File: config.mk
export PLATFORM = sky130hd
export DESIGN_NAME = morse_text_encoder
export DESIGN_NICKNAME = d
export VERILOG_FILES = /design/src/mte_pkg.sv /design/src/mte_dp.sv /design/src/mte_ctrl.sv /design/src/morse_text_encoder.sv
export SDC_FILE = /design/constraint.sdc
export NUM_CORES = 1
export LEC_CHECK = 0
export BUFFER_PORTS_ARGS = -buffer_cell sky130_fd_sc_hd__buf_2
export CAP_MARGIN = 30
export CORE_UTILIZATION = 54
export DETAILED_ROUTE_END_ITERATION = 12
export GPL_TIMING_DRIVEN = 0
export PLACE_DENSITY = 0.77
export SLEW_MARGIN = 20
export SYNTH_ARGS = -nofsm -noshare
export SYNTH_HDL_FRONTEND = slang
export SYNTH_SLANG_ARGS = --single-unit
File: constraint.sdc
create_clock -name clock -period 2.7 [get_ports clock]
set_input_delay 0 -clock clock [delete_from_list [all_inputs] [get_ports clock]]
set_output_delay 0 -clock clock [all_outputs]
set_load 0.05 [all_outputs]
File: src/mte_pkg.sv
// shared types, constants and the character lookup for the morse text encoder
// no dependencies
`default_nettype none

package mte_pkg;

   localparam int CHAR_W = 8;
   localparam int IDX_W  = 7;
   localparam int CNT_W  = 3;

   localparam logic [CHAR_W-1:0] CHR_SPACE = 8'h20;
   localparam logic [CHAR_W-1:0] CHR_SLASH = 8'h2F;
   localparam logic [CHAR_W-1:0] CHR_DOT   = 8'h2E;
   localparam logic [CHAR_W-1:0] CHR_DASH  = 8'h5F;
   localparam logic [CHAR_W-1:0] CHR_LOW_A = 8'h61;
   localparam logic [CHAR_W-1:0] CHR_LOW_Z = 8'h7A;
   localparam logic [CHAR_W-1:0] CASE_OFS  = 8'h20;

   typedef enum logic [1:0] {
      S_IDLE,
      S_SLASH,
      S_CODE,
      S_GAP
   } state_type;

   typedef enum logic [1:0] {
      KIND_DROP,
      KIND_SPACE,
      KIND_CODE
   } kind_type;

   typedef enum logic [1:0] {
      SYM_SLASH,
      SYM_CODE,
      SYM_GAP
   } sym_sel_type;

   typedef struct packed {
      logic        load;
      logic        emit;
      logic        shift;
      sym_sel_type sel;
   } cmd_type;

   typedef struct packed {
      kind_type kind;
      logic     cnt_one;
      logic     out_free;
   } status_type;

   // heap index of a character (letters in uppercase), zero when absent
   function automatic logic [IDX_W-1:0] heap_index(input logic [CHAR_W-1:0] c);
      logic [IDX_W-1:0] r;
      unique case (c)
         "E":  r = 7'd2;
         "T":  r = 7'd3;
         "I":  r = 7'd4;
         "A":  r = 7'd5;
         "N":  r = 7'd6;
         "M":  r = 7'd7;
         "S":  r = 7'd8;
         "U":  r = 7'd9;
         "R":  r = 7'd10;
         "W":  r = 7'd11;
         "D":  r = 7'd12;
         "K":  r = 7'd13;
         "G":  r = 7'd14;
         "O":  r = 7'd15;
         "H":  r = 7'd16;
         "V":  r = 7'd17;
         "F":  r = 7'd18;
         "L":  r = 7'd20;
         "P":  r = 7'd22;
         "J":  r = 7'd23;
         "B":  r = 7'd24;
         "X":  r = 7'd25;
         "C":  r = 7'd26;
         "Y":  r = 7'd27;
         "Z":  r = 7'd28;
         "Q":  r = 7'd29;
         "5":  r = 7'd32;
         "4":  r = 7'd33;
         "2":  r = 7'd39;
         "+":  r = 7'd42;
         "1":  r = 7'd47;
         "6":  r = 7'd48;
         "=":  r = 7'd49;
         "/":  r = 7'd50;
         "(":  r = 7'd54;
         "7":  r = 7'd56;
         "8":  r = 7'd60;
         "9":  r = 7'd62;
         "0":  r = 7'd63;
         "?":  r = 7'd76;
         "_":  r = 7'd77;
         8'h22: r = 7'd82;
         ".":  r = 7'd85;
         "@":  r = 7'd90;
         8'h27: r = 7'd94;
         "-":  r = 7'd97;
         ";":  r = 7'd106;
         "!":  r = 7'd107;
         ")":  r = 7'd109;
         ",":  r = 7'd115;
         ":":  r = 7'd120;
         default: r = '0;
      endcase
      return r;
   endfunction

endpackage

`default_nettype wire

File: src/mte_dp.sv
// datapath: character fold and lookup, code shift register, output beat register
// depends on mte_pkg
`default_nettype none

module mte_dp
   import mte_pkg::*;
(
   input  wire logic              clock,
   input  wire logic              reset,
   input  wire logic [CHAR_W-1:0] char_in,
   input  wire cmd_type           cmd,
   output status_type             status,
   input  wire logic              rsp_tready,
   output logic                   rsp_tvalid,
   output logic [CHAR_W-1:0]      rsp_tdata,
   output logic                   rsp_tlast
);

   logic [CHAR_W-1:0] fold;
   logic [IDX_W-1:0]  idx;
   logic [CNT_W-1:0]  top;
   logic [IDX_W-2:0]  aligned;
   logic [CHAR_W-1:0] sym;

   logic              prev_ff, prev_in;
   logic [IDX_W-2:0]  code_ff, code_in;
   logic [CNT_W-1:0]  cnt_ff, cnt_in;
   logic              valid_ff, valid_in;
   logic [CHAR_W-1:0] sym_ff, sym_in;
   logic              last_ff, last_in;

   always_comb begin
      fold = char_in;
      if (char_in >= CHR_LOW_A && char_in <= CHR_LOW_Z) begin
         fold = char_in - CASE_OFS;
      end
      idx = heap_index(fold);
      top = '0;
      for (int b = 1; b < IDX_W; b++) begin
         if (idx[b]) begin
            top = CNT_W'(b);
         end
      end
      aligned = (IDX_W-1)'(idx << (CNT_W'(IDX_W - 1) - top));
   end

   always_comb begin
      status.out_free = !valid_ff || rsp_tready;
      status.cnt_one  = (cnt_ff == CNT_W'(1));
      if (fold == CHR_SPACE) begin
         status.kind = prev_ff ? KIND_DROP : KIND_SPACE;
      end else if (idx == '0) begin
         status.kind = KIND_DROP;
      end else begin
         status.kind = KIND_CODE;
      end
   end

   always_comb begin
      unique case (cmd.sel)
         SYM_SLASH: sym = CHR_SLASH;
         SYM_CODE:  sym = code_ff[IDX_W-2] ? CHR_DASH : CHR_DOT;
         SYM_GAP:   sym = CHR_SPACE;
         default:   sym = CHR_SPACE;
      endcase
   end

   always_comb begin
      prev_in  = prev_ff;
      code_in  = code_ff;
      cnt_in   = cnt_ff;
      valid_in = valid_ff;
      sym_in   = sym_ff;
      last_in  = last_ff;
      if (cmd.load) begin
         prev_in = (fold == CHR_SPACE);
         code_in = aligned;
         cnt_in  = top;
      end
      if (cmd.shift) begin
         code_in = {code_ff[IDX_W-3:0], 1'b0};
         cnt_in  = cnt_ff - CNT_W'(1);
      end
      if (rsp_tready) begin
         valid_in = 1'b0;
      end
      if (cmd.emit) begin
         valid_in = 1'b1;
         sym_in   = sym;
         last_in  = (cmd.sel == SYM_GAP);
      end
   end

   always_ff @(posedge clock) begin
      if (reset) begin
         prev_ff  <= 1'b0;
         valid_ff <= 1'b0;
      end else begin
         prev_ff  <= prev_in;
         valid_ff <= valid_in;
      end
      code_ff <= code_in;
      cnt_ff  <= cnt_in;
      sym_ff  <= sym_in;
      last_ff <= last_in;
   end

   assign rsp_tvalid = valid_ff;
   assign rsp_tdata  = sym_ff;
   assign rsp_tlast  = last_ff;

endmodule

`default_nettype wire

File: src/mte_ctrl.sv
// controller: sequences the symbols of one character
// depends on mte_pkg
`default_nettype none

module mte_ctrl
   import mte_pkg::*;
(
   input  wire logic       clock,
   input  wire logic       reset,
   input  wire logic       req_tvalid,
   output logic            req_tready,
   input  wire status_type status,
   output cmd_type         cmd
);

   state_type state_ff, state_in;

   always_ff @(posedge clock) begin
      if (reset) begin
         state_ff <= S_IDLE;
      end else begin
         state_ff <= state_in;
      end
   end

   always_comb begin
      state_in   = state_ff;
      req_tready = 1'b0;
      cmd.load   = 1'b0;
      cmd.emit   = 1'b0;
      cmd.shift  = 1'b0;
      cmd.sel    = SYM_GAP;
      unique case (state_ff)
         S_IDLE: begin
            req_tready = 1'b1;
            if (req_tvalid) begin
               cmd.load = 1'b1;
               unique case (status.kind)
                  KIND_SPACE: state_in = S_SLASH;
                  KIND_CODE:  state_in = S_CODE;
                  default:    state_in = S_IDLE;
               endcase
            end
         end
         S_SLASH: begin
            cmd.sel = SYM_SLASH;
            if (status.out_free) begin
               cmd.emit = 1'b1;
               state_in = S_GAP;
            end
         end
         S_CODE: begin
            cmd.sel = SYM_CODE;
            if (status.out_free) begin
               cmd.emit  = 1'b1;
               cmd.shift = 1'b1;
               if (status.cnt_one) begin
                  state_in = S_GAP;
               end
            end
         end
         S_GAP: begin
            cmd.sel = SYM_GAP;
            if (status.out_free) begin
               cmd.emit = 1'b1;
               state_in = S_IDLE;
            end
         end
         default: state_in = S_IDLE;
      endcase
   end

endmodule

`default_nettype wire

File: src/morse_text_encoder.sv
// morse text encoder top level: controller and datapath
// depends on mte_pkg, mte_ctrl, mte_dp
//
// usage:
//   req_ channel takes one ascii character per beat (req_tdata). lowercase
//   letters are folded to uppercase. the rsp_ channel returns the morse text
//   one symbol per beat: '.' dot, '_' dash, ' ' gap, '/' word break, with
//   rsp_tlast high on the final symbol of the character.
//   a space gives '/' then ' '; further spaces in a run give nothing.
//   a character with no morse code gives nothing.
//   timing: a character is taken, then one symbol per cycle leaves the
//   controller while the output register is free. the character beat
//   loads the code register; the symbol state after it writes the first
//   symbol into the output register, which drives rsp_.
//   the output register lets the next character be taken while the last
//   symbol still waits. when the receiver stalls, the symbol sequencer
//   holds and req_tready stays low until the character is finished.
//   reset clears the run-of-spaces flag, the sequencer and rsp_tvalid.
`default_nettype none

module morse_text_encoder
   import mte_pkg::*;
(
   input  wire logic              clock,
   input  wire logic              reset,
   input  wire logic              req_tvalid,
   output logic                   req_tready,
   input  wire logic [CHAR_W-1:0] req_tdata,   // [7:0] char_in
   output logic                   rsp_tvalid,
   input  wire logic              rsp_tready,
   output logic [CHAR_W-1:0]      rsp_tdata,   // [7:0] symbol
   output logic                   rsp_tlast
);

   cmd_type    cmd;
   status_type status;

   mte_ctrl u_ctrl (
      .clock      (clock),
      .reset      (reset),
      .req_tvalid (req_tvalid),
      .req_tready (req_tready),
      .status     (status),
      .cmd        (cmd)
   );

   mte_dp u_dp (
      .clock      (clock),
      .reset      (reset),
      .char_in    (req_tdata),
      .cmd        (cmd),
      .status     (status),
      .rsp_tready (rsp_tready),
      .rsp_tvalid (rsp_tvalid),
      .rsp_tdata  (rsp_tdata),
      .rsp_tlast  (rsp_tlast)
   );

endmodule

`default_nettype wire
### After elaboration in Yosys (flattened, before gate mapping)

Memory sizes are Yosys's and may differ from the RTL's.
Index checks and enable logic that the tools add are counted.

* add/sub/neg operators: 3
* magnitude comparators: 2
* equality and inequality tests: 14
* shift operators: 1
* mux-type cells: 34
* reduce and logical (&&, ||, !) cells: 10

Operator list (count)
* 2-bit 2-to-1 mux: 10
* 8-bit one-hot mux with 2 select lines: 1
* 3-bit 2-to-1 mux: 5
* 7-bit 2-to-1 mux: 2
* 6-bit 2-to-1 mux: 2
* 2-bit != test (second input constant): 5
* 1-bit 2-to-1 mux: 9
* 2-bit == test (second input constant): 4
* 8-bit by 6-bit == test with 1-bit output (second input constant): 1
* 8-bit by 7-bit greater-or-equal comparator with 1-bit output (second input constant): 1
* 8-bit by 7-bit <= comparator with 1-bit output (second input constant): 1
* 8-bit 2-to-1 mux: 1
* 2-bit one-hot mux with 2 select lines: 2
* 2-bit one-hot mux with 4 select lines: 1
* 8-bit by 6-bit subtractor with 8-bit output (second input constant): 1
* 7-bit logical NOT: 1
* 7-bit by 3-bit << shifter with 6-bit output: 1
* 2-bit by 1-bit == test with 1-bit output (second input constant): 3
* 5-bit AND reduction: 1
* 2-bit logical NOT: 2
* 2-bit nonzero test: 2
* 3-bit by 1-bit == test with 1-bit output (second input constant): 1
* 3-bit by 1-bit subtractor with 3-bit output (second input constant): 1
* 3-bit subtractor (first input constant): 1
* 5 further kinds: 5

* register bits: 22
* ROM bits: 896
* input bits: 12
* output and inout port bits: 11
* word-level logic and storage cells: 73
* memories kept: 1

Memory list
* (no name shown): depth 128, bits a word 7, rd ports 1, clocked after memory_dff 0, wr ports 0, RTL line mte_pkg.sv:54 `unique case (c)`

### Longest topological paths before layout

An unclocked memory read counts as a cell.

* depth after elaboration: 15
* mapped depth: 16

### By module

Synthesis repeated with hierarchy kept, for this count alone.

* cells, all modules: 263
* area, all modules: 2337.2 µm²

By module, submodules not included
* mte_dp: times used 1, cells each 238, area an instance 2105.8 µm², sequential area each 450.4 µm²
* mte_ctrl: times used 1, cells each 25, area an instance 231.5 µm², sequential area each 40.0 µm²

### Worst setup path after synthesis

No wires, ideal clock.

* kind: input to register
* start point: input port req_tdata[0]
* end point: register u_dp.code_ff[2] (data pin)
* arrival: 2813 ps
* slack: -246 ps
* stages: 13
* buffers on the path: 2
* path through: buf_4 inv_1 ha_1 nor4b_4 nand2b_1 a31oi_1 buf_2 nor3b_2 nor2_1 ha_1 or3_2 mux2i_1 a32o_1

* word-level cells in the longest chain between the ends: 15

RTL lines
* start, declared: RTL line morse_text_encoder.sv:28 `input wire logic [CHAR_W-1:0] req_tdata,`
* 8-bit by 7-bit greater-or-equal comparator with 1-bit output or 8-bit by 7-bit <= comparator with 1-bit output (tied branches): RTL line mte_dp.sv:34 `if (char_in >= CHR_LOW_A && char_in <= CHR_LOW_Z) begin`
* 1-bit logical AND: RTL line mte_dp.sv:34
* 8-bit 2-to-1 mux *: RTL line mte_dp.sv:34
* memory read 128 x 7 bit
* 7-bit 2-to-1 mux *: RTL line mte_pkg.sv:54
* 1-bit 2-to-1 mux: RTL line mte_dp.sv:40 `if (idx[b]) begin`
* 2-bit 2-to-1 mux (2 in a row): RTL line mte_dp.sv:40
* 3-bit 2-to-1 mux (3 in a row): RTL line mte_dp.sv:40
* 3-bit subtractor: RTL line mte_dp.sv:44 `aligned = (IDX_W-1)'(idx << (CNT_W'(IDX_W - 1) - top));`
* 7-bit by 3-bit << shifter with 6-bit output *: RTL line mte_dp.sv:44
* 6-bit 2-to-1 mux *: RTL line mte_dp.sv:75 `if (cmd.load) begin`
* 6-bit 2-to-1 mux *: RTL line mte_dp.sv:80 `if (cmd.shift) begin`
* via u_dp.code_in[2]: RTL line mte_dp.sv:26 `logic [IDX_W-2:0] code_ff, code_in;`
* end signal, assigned: RTL line mte_dp.sv:102 `code_ff <= code_in;`
* end, declared: RTL line mte_dp.sv:26

The timed path passes the listed nets; every way through them passes the cells marked *. The select of a mux whose other input is x is not followed.
A chain may end at the register's enable or synchronous reset.

### Final worst setup path

* start point: input port req_tdata[0]
* end point: register u_dp.code_ff[3] (data pin)

The elaborated chain is that of the path after synthesis.

==> impl_results.md <==
- Outcome: finished with violations
- Violated checks: negative setup slack
- Maximum clock frequency: 364 MHz
- Yosys synthesis warning count: 0
- Core Box Area: 3770 µm²
- Total of max-cap violations: 0
- Terminating pin of the worst hold path: u_dp.rsp_tvalid$_SDFFE_PP0P_
- Placed cell area: 2380 µm²
- Total inserted antenna cells: 0
- Gate Count Post-Synth: 257
- Most frequent cell after synthesis: nand2_1
- Quantity of I/O buffers inserted on ports: 20
- Hold Path Class: in -> reg
- Switching power summed over all nets: 0.000893 W
- Worst Setup SP: req_tdata[0]
- Number of synthesized flops with an enable pin: 13
- Die H: 65.5 µm
- Total routed wirelength: 6290 µm
- Part of the power in combinational logic: 60.7%
- Number of placement rows: 22
- Number of antenna violations at the first check in global routing: 0
- Depth of the most critical reg-to-reg path: 8
- Hold path start: rsp_tready
- Setup-failing EPs final: 1
- Count of H-tree levels built during CTS: 1
- Post-route cell area: 2880 µm²
- Violation count after the first detailed-route iteration: 269
- Reg-to-reg slack, setup: 690 ps
- Global-route wire length before repair: 9470 µm
- Kind of launch point of the worst setup path: input pin
- Die Footprint: 4290 µm²
- Worst vdd ir: 0.388 mV
- Yosys top cell area share: 18.0%
- TritonCTS Buffers: 3
- Count of cells along the worst hold path: 3
- Ranking of synthesized cells by instance count: 22 x nand2_1, 18 x nor2_1, 16 x inv_1
- Routability congestion estimate: 0.913
- Hpwl dp: 3950 µm
- Worst max-slew margin expressed relative to the limit: 63.8%
- Lkg Pwr: 1.17 nW
- Number of endpoints with negative hold slack in the final report: 0
- TritonCTS clock tree: built
- Cell internal pwr: 0.000990 W
- CTS Root Buffer Type: clkbuf_8
- Primary FF master, synth: edfxtp_1
- Cell types occupying the most area after synthesis: edfxtp_1 18%, ha_1 8.6%, dfxtp_1 4.6%
- Worst Max-Slew Pin Slew: 542 ps
- Routed wire per std cell: 17.8 µm
- Horiz. Die Dim: 65.5 µm
- Sequential element share of the synthesized area: 22.6%
- Final count of pins violating max slew: 0
- Share of post-route cells with drive strength above 1: 39.3%
- Unique cell type count in the Yosys netlist: 75
- Power share of the clock group: 11.9%
- Initial core utilization: 57.7%
- Class of the most critical setup path: in -> reg
- Number of global-route vias before repair: 2037
- Required time at the worst-slack endpoint: 2780 ps
- Overflow after GRT: 0
- Clock transition at the registers of the reported paths: 70 ps
- Setup slack of the critical path after layout: -48.4 ps
- Setup repair after global routing missed its margin: yes
- Place WS: -814 ps
- Max clock buf depth: 2
- Vias per inst: 6.44
- Power Density: 653 nW/µm²
- Remaining number of nets flagged by the antenna check after routing: 0
- Number of clock sinks: 18
- Post-synth net total: 284
- Average size of a mapped cell: 8.46 µm²
- Overall global routing resource usage: 28.4%
- Synthesis-to-layout area growth: 32.6%
- Sum Neg Setup Slack: -48.4 ps
- Startpoint of the most critical register-to-register path: u_ctrl.state_ff[0]$_SDFFE_PP0P_
- IO Count: 23
- Net count reported at finish: 333
- DRC violation count after routing: 0
- Crit. End Element: flip-flop
- Largest clock skew in the final design: 3.75 ps
- 1st-pass router iterations: 5
- Total of flip-flops plus latches after synthesis: 18
- Fraction of registers with async set or reset after synthesis: 0%
- Proportion of power drawn by flip-flops and latches: 27.4%
- Largest net degree at the start of global routing: 11
- Max FO, Critical Path: 5
- Cell accounting for the most synthesized area: edfxtp_1
- Final critical delay including setup and external delays: 2750 ps
- Period Utilization, post-route: 102%
- Arrival time reported for the critical path endpoint: 2830 ps
- Clock latency on the worst-skew pair: 260 ps
- Switching Share: 47.4%
- Reg-to-reg endpoint: u_dp.code_ff[3]$_DFFE_PP_
- Vias: 2275
- Synth Cell Area: 2170 µm²
## critical path: stages
cell       delay, ps
buf_8            110
ha_1             210
mux2_2           280
a2111oi_2        430
a31oi_2          140
a221o_1          440
a21oi_2          430
xor2_4           150
or3_4            370
o311ai_2         270
## area by class of cell
class                   count  area [µm²]
flip-flops and latches     18         490
well taps                  48        60.1
fillers                   263         887
plain buffers              19         176
clock buffers               4        55.1
repair buffers             45         315
multi-input cells         202        1710
inverters                  17        76.3
## cell usage in the layout, fill, tap and decap left out, types with 4 or more instances in the layout
cell type | Yosys | routed
buf_6 | 4 | 6
a21oi_1 | 14 | 12
mux2i_1 | 7 | 6
nand3_1 | 7 | 7
buf_8 | 2 | 4
nand2b_1 | 5 | 5
buf_2 | 3 | 20
a211oi_1 | 5 | 4
ha_1 | 15 | 11
mux2_2 | 7 | 6
o21ai_0 | 8 | 7
inv_1 | 16 | 14
o211ai_1 | 5 | 5
nand2_1 | 22 | 22
buf_4 | 7 | 29
nor3_1 | 5 | 5
dfxtp_1 | 5 | 5
nor2_1 | 18 | 17
clkbuf_8 | 0 | 4
edfxtp_1 | 13 | 13
## flip-flops by register name, summed over array words and instances, names as in the netlist
signal and cells:
u_dp.prev_ff 1, u_dp.rsp_tlast 1, u_ctrl.state_ff 2, u_dp.code_ff 6
u_dp.rsp_tdata 4, u_dp.cnt_ff 3, u_dp.rsp_tvalid 1
## worst max path at each step
stage                                      to  cells past startpoint
global placement    u_dp.code_ff[3]$_DFFE_PP_                     14
global route        u_dp.code_ff[3]$_DFFE_PP_                     12
floorplan           u_dp.code_ff[2]$_DFFE_PP_                     13
CTS                 u_dp.code_ff[3]$_DFFE_PP_                     14
detailed placement  u_dp.code_ff[3]$_DFFE_PP_                     14
finish              u_dp.code_ff[3]$_DFFE_PP_                     10
## timing repair
action | 4_1_cts | 5_1_grt
hold buffers | 1 | 0
gates resized for setup | 34 | 22
endpoints found under the hold margin | 4 | 0
pin swaps | 16 | 12
setup endpoints to repair | 6 | 6
setup buffers | 17 | 7
## kinds of logic (layout without fill, tap and decap cells)
group                    count (synthesis)  in the layout  share of synthesized area (%)
adder cells (fa/ha/maj)                 15             15                           8.63
AO/OA/AOI/OAI                           83             83                           28.3
other                                    1              1                          0.172
XOR/XNOR                                 2              2                          0.806
AND/OR/NAND/NOR                         87             87                           22.5
multiplexers                            14             14                           6.85
flip-flops                              18             18                           22.6
buffers and inverters                   37             85                           10.2
## routing by layer
layer	up-vias	routed length, µm	GRT usage [%]
met1	1061	2780	39.8
met3	20	509	5.38
met5	-	0	0
met4	0	133	6.25
met2	135	2860	45.0
li1	1059	-	-
## per-stage QoR
step | hold WS [ps] | util [%] | power [W] | cells
2_1_floorplan | 69.1 | - | 0.00131 | 257
3_3_place_gp | 222 | 63.1 | 0.00149 | 325
3_5_place_dp | 229 | 63.1 | 0.00152 | 325
4_1_cts | 128 | 72.4 | 0.00181 | 346
5_1_grt | 157 | 76.5 | 0.00200 | 353
6_report | 131 | 76.5 | 0.00188 | 353
## power groups by stage
stage               Sequential (W)  Combinational [W]  Clock [W]
floorplan                 0.000652           0.000658          0
global placement          0.000514           0.000976          0
detailed placement        0.000519           0.000997          0
CTS                       0.000514            0.00107   0.000222
global route              0.000532            0.00123   0.000238
finish                    0.000515            0.00114   0.000224
(Power assumes the default switching activity.)
